**src/hdl/kpi_pkg.sv**
```systemverilog
package kpi_pkg;

	localparam int TABLE_SLOTS_DEF = 4096;
	localparam int MAX_DUPS_DEF    = 64;

	localparam int KEY_LO_W = 64;
	localparam int KEY_HI_W = 36;
	localparam int KEY_W    = KEY_LO_W + KEY_HI_W;
	localparam int LINE_W   = 24;
	localparam int START_W  = 8;
	localparam int STATUS_W = 3;

	localparam logic OP_INSERT = 1'b0;
	localparam logic OP_LOOKUP = 1'b1;

	localparam logic [STATUS_W-1:0] ST_OK         = 3'd0;
	localparam logic [STATUS_W-1:0] ST_NOT_FOUND  = 3'd1;
	localparam logic [STATUS_W-1:0] ST_TOO_MANY   = 3'd2;
	localparam logic [STATUS_W-1:0] ST_ZERO_VALUE = 3'd3;
	localparam logic [STATUS_W-1:0] ST_FULL       = 3'd4;

	// One classified request as it waits between the front and the back.
	typedef struct packed {
		logic                op;
		logic [KEY_HI_W-1:0] key_hi;
		logic [KEY_LO_W-1:0] key_lo;
		logic [LINE_W-1:0]   line;
		logic [START_W-1:0]  start;
		logic                zero;
	} item_t;

	// One table slot.
	typedef struct packed {
		logic                valid;
		logic [KEY_HI_W-1:0] key_hi;
		logic [KEY_LO_W-1:0] key_lo;
		logic [LINE_W-1:0]   line;
		logic [START_W-1:0]  start;
	} slot_t;

	typedef enum logic [2:0] {
		S_CLEAR,
		S_IDLE,
		S_RD,
		S_CHK,
		S_FIN
	} state_t;

endpackage

```
**src/hdl/kpi_front.sv**
```systemverilog
module kpi_front import kpi_pkg::*; (
	input  logic                clk,
	input  logic                arst_n,
	input  logic                clearing,
	input  logic                in_valid,
	output logic                in_ready,
	input  logic                in_op,
	input  logic [KEY_LO_W-1:0] in_key_lo,
	input  logic [KEY_HI_W-1:0] in_key_hi,
	input  logic [LINE_W-1:0]   in_line,
	input  logic [START_W-1:0]  in_start,
	output logic                q_valid,
	input  logic                q_pop,
	output item_t               q_item
);

	item_t      fifo_q [2];
	logic       wr_q;
	logic       rd_q;
	logic [1:0] cnt_q;
	logic       push;
	logic       pop;
	item_t      cls;

	// A zero line and start together form the rejected packed value.
	always_comb begin
		cls.op     = in_op;
		cls.key_hi = in_key_hi;
		cls.key_lo = in_key_lo;
		cls.line   = in_line;
		cls.start  = in_start;
		cls.zero   = (in_line == '0) && (in_start == '0);
	end

	assign in_ready = (cnt_q != 2'd2) && !clearing;
	assign push     = in_valid && in_ready;
	assign q_valid  = (cnt_q != 2'd0);
	assign pop      = q_pop && q_valid;
	assign q_item   = fifo_q[rd_q];

	always_ff @(posedge clk) begin
		if (push) begin
			fifo_q[wr_q] <= cls;
		end
	end

	always_ff @(posedge clk or negedge arst_n) begin
		if (!arst_n) begin
			wr_q  <= 1'b0;
			rd_q  <= 1'b0;
			cnt_q <= 2'd0;
		end else begin
			if (push) begin
				wr_q <= ~wr_q;
			end
			if (pop) begin
				rd_q <= ~rd_q;
			end
			cnt_q <= cnt_q + {1'b0, push} - {1'b0, pop};
		end
	end

endmodule

```
**config.mk**
```make
export PLATFORM = sky130hd
export DESIGN_NAME = kpi_front
export DESIGN_NICKNAME = d
export VERILOG_FILES = /design/src/hdl/kpi_pkg.sv /design/src/hdl/kpi_front.sv
export SDC_FILE = /design/constraint.sdc
export NUM_CORES = 1
export LEC_CHECK = 0
export BUFFER_PORTS_ARGS = -buffer_cell sky130_fd_sc_hd__buf_2
export CORE_MARGIN = 5
export CORE_UTILIZATION = 47
export CTS_CLUSTER_SIZE = 12
export DETAILED_ROUTE_END_ITERATION = 8
export GPL_ROUTABILITY_DRIVEN = 0
export PLACE_DENSITY = 0.76
export SLEW_MARGIN = 30
export SYNTH_ARGS = -nofsm -noshare
export SYNTH_HDL_FRONTEND = slang
export SYNTH_SLANG_ARGS = --single-unit
export TNS_END_PERCENT = 50
```
**constraint.sdc**
```tcl
create_clock -name clk -period 6.35 [get_ports clk]
set_input_delay 0.9525 -clock clk [delete_from_list [all_inputs] [get_ports clk]]
set_output_delay 0.9525 -clock clk [all_outputs]
set_load 0.005 [all_outputs]
```
==> flow_summary.toml <==
[status]
status = "finished clean"

[grt]
grt-ovfl-total = 0
grt_max_degree = 76
grt_first_pass_wirelength_um = 29700
grt_pass1_vias = 5522
grt_util_all_layers_pct = 15.4
antenna_found_initial = 3

[sta]
fmax_ghz = 0.263
rsz0062_at_grt = "no"
relSlewSlack_pct = 48.3
tightest_slew_ns = 0.776
finalSetupViolations = 0
fin_worst_skew_ns = 0.00796
setup-tns-final_ns = 0
report.final.slew_viol_count = 0
hold_viol_final = 0
min_period_ns = 3.80
period_share_pct = 59.8

[worst_setup_path]
end_kind = "output port"
arrival_ns = 2.84
crit_cells = 4
cp_max_fo = 55
cpLargestDelayFamily = "buffers and inverters"
path_cells = "buf_12 > buf_4 > mux2_2 > buf_2"
slowest_stage = "dfrtp_4"
critPathMaxStageDelay_ns = 0.74
cp_num_buf_inv = 3
crit_required_ns = 5.40
cp-start-kind = "register"
worst-setup-path-type = "reg2out"
r2r.worst_path.cells = 4

[floorplanning]
coreArea_mm2 = 0.0212
io_pins = 274
die_w_um = 157
fp.dieH_um = 157
core.rowCount = 53
die-area_mm2 = 0.0246
start_util_pct = 47.9

[clocking]
cts_setup_buffers = 0
cts_tree = "yes"
clock_sinks = 272
cts_resized = 0
htree_levels = 1
cts_hold_buf = 0
ctsRootBufferMaster = "clkbuf_16"
cts.clk_slew.worst_paths_ns = 0.06
clock_latency_ns = 0.52
ctsLongestPathBuffers = 3
cts_buffers = 28

[synthesis]
seq_area_frac_synth_pct = 80.4
yosysTopAreaCell = "edfxtp_1"
ys_warn_count = 0
synth-edff-count = 268
syn-instance-count = 447
netlist_top_cells_count = "edfxtp_1 (268), mux2_2 (84), mux2_4 (50), buf_2 (8), nor4_1 (8)"
ys_async_sr_fraction_pct = 1.47
synth_flop_cell = "edfxtp_1"
syn-num-nets = 587
avgSynthCellArea_um2 = 22.7
synthesis.area_mm2 = 0.0101
synth_top_area_share_pct = 79.4
synthDistinctLibCells = 18
yosys-top-cells-area = "edfxtp_1 (79%), mux2_2 (9.3%), mux2_4 (7.4%)"
post-synth-top-count-cell = "edfxtp_1"
ys_ff_latch = 272

[drt]
route.detailed.drc = 0
first_iter_violations = 297
drt_wl_total_um = 19900
post_drt_wl_per_cell_um = 19.1
antenna_left = 0
viasPerCell = 5.01
drt-pass1-iter-count = 4
vias = 5193

[flow_run]
cap_violations = 0

[placement]
place_inst = 986
dpl.hpwl_um = 13800
port-buffer-count = 273

[final_layout]
regArea_mm2 = 0.00815
area_growth_pct = 24.8
fillers = 1546
stdcell_count = 1037
fin_nets = 882
drive_gt1_share_pct = 59.1
multi_input_area_mm2 = 0.00187

[power]
p_per_area_mw_per_mm2 = 403
ir_worst_vdd_mv = 0.237
leakagePower_nw = 4.81

[hold_path]
hp-class = "in2async"
==> state kept, by name (all words and copies together) (netlist names) <==
signal	cells
fifo_q	268
cnt_q	2
wr_q	1
rd_q	1
==> path summary, 6_finish.rpt <==
kind | endpoint | slack (ns) | start
min reg2reg | cnt_q[1] | 0.54 | cnt_q[1]
max reg2reg | fifo_q[1][120] | 3.97 | cnt_q[0]
min in group clk | cnt_q[1] | 0.54 | cnt_q[1]
min | cnt_q[1] | 0.23 | arst_n
max | q_item[7] | 2.55 | rd_q
max in group asynchronous | rd_q | 5.97 | arst_n
==> worst reg2reg max path: cells and delay by family (launching register included) <==
kind / cells / cell delay (ns)
buffers and inverters: 2 / 0.74
and+or+nand+nor: 1 / 0.66
DFF: 1 / 0.37
AOI/OAI and AO/OA: 1 / 0.20
==> metal layers <==
layer	up-vias	share of wire, %	GRT usage (%)	wire, um
met2	225	49	25.6	9820
met5	-	0.14	0	27
met4	4	2.4	4.30	468
li1	2379	-	-	-
met3	38	8.0	4.34	1590
met1	2547	40	20.1	7950
==> final cells by class <==
cell class / instances / share of cell area, %
antenna: 1 / 0.0198
clock buffer: 44 / 6.18
clock inverter: 5 / 0.415
inverter: 3 / 0.0890
multi-input combinational: 157 / 14.8
sequential: 272 / 64.4
tap: 275 / 2.72
timing repair buffer: 280 / 11.3
==> cells in the final DEF, fill, tap and decap left out, types with 3 or more instances in the layout <==
cell type  count
nor4_1         8
mux2_2        84
dfrtp_1        3
buf_4          5
edfxtp_1     268
inv_1          3
clkbuf_16     29
mux2_4        50
xnor2_1        3
clkbuf_1      15
buf_2        273
==> per-stage QoR <==
stage | instance area (um2) | total power, mW | hold slack [ns] | utilization (%) | worst slack [ns]
after global placement | 11800 | 3.63 | 0.501 | 55.7 | 3.00
after detailed placement | 11800 | 3.67 | 0.518 | 55.7 | 2.93
after global routing | 12700 | 5.34 | 0.213 | 59.8 | 2.43
after floorplan | 10100 | 3.20 | 0.478 | - | 1.15
after CTS | 12600 | 5.16 | 0.213 | 59.7 | 2.38
final | 12700 | 5.09 | 0.233 | 59.8 | 2.55
==> cell families (layout without fill, tap and decap cells) <==
| logic type | after synthesis | in the layout | synth area share, % |
|---|---|---|---|
| fa+ha+maj | 2 | 2 | 0.247 |
| xor+xnor | 4 | 4 | 0.346 |
| buf+inv | 18 | 332 | 1.28 |
| compound gates | 2 | 2 | 0.136 |
| simple gates | 15 | 15 | 0.876 |
| mux | 134 | 134 | 16.7 |
| flops | 272 | 272 | 80.4 |
| other cells | 0 | 1 | 0 |
==> power by group <==
part	total, mW	switching, mW	internal [mW]
clock	1.47	0.596	0.878
combinational	1.28	0.586	0.696
sequential	2.34	0.100	2.24
(Power assumes the default switching activity.)
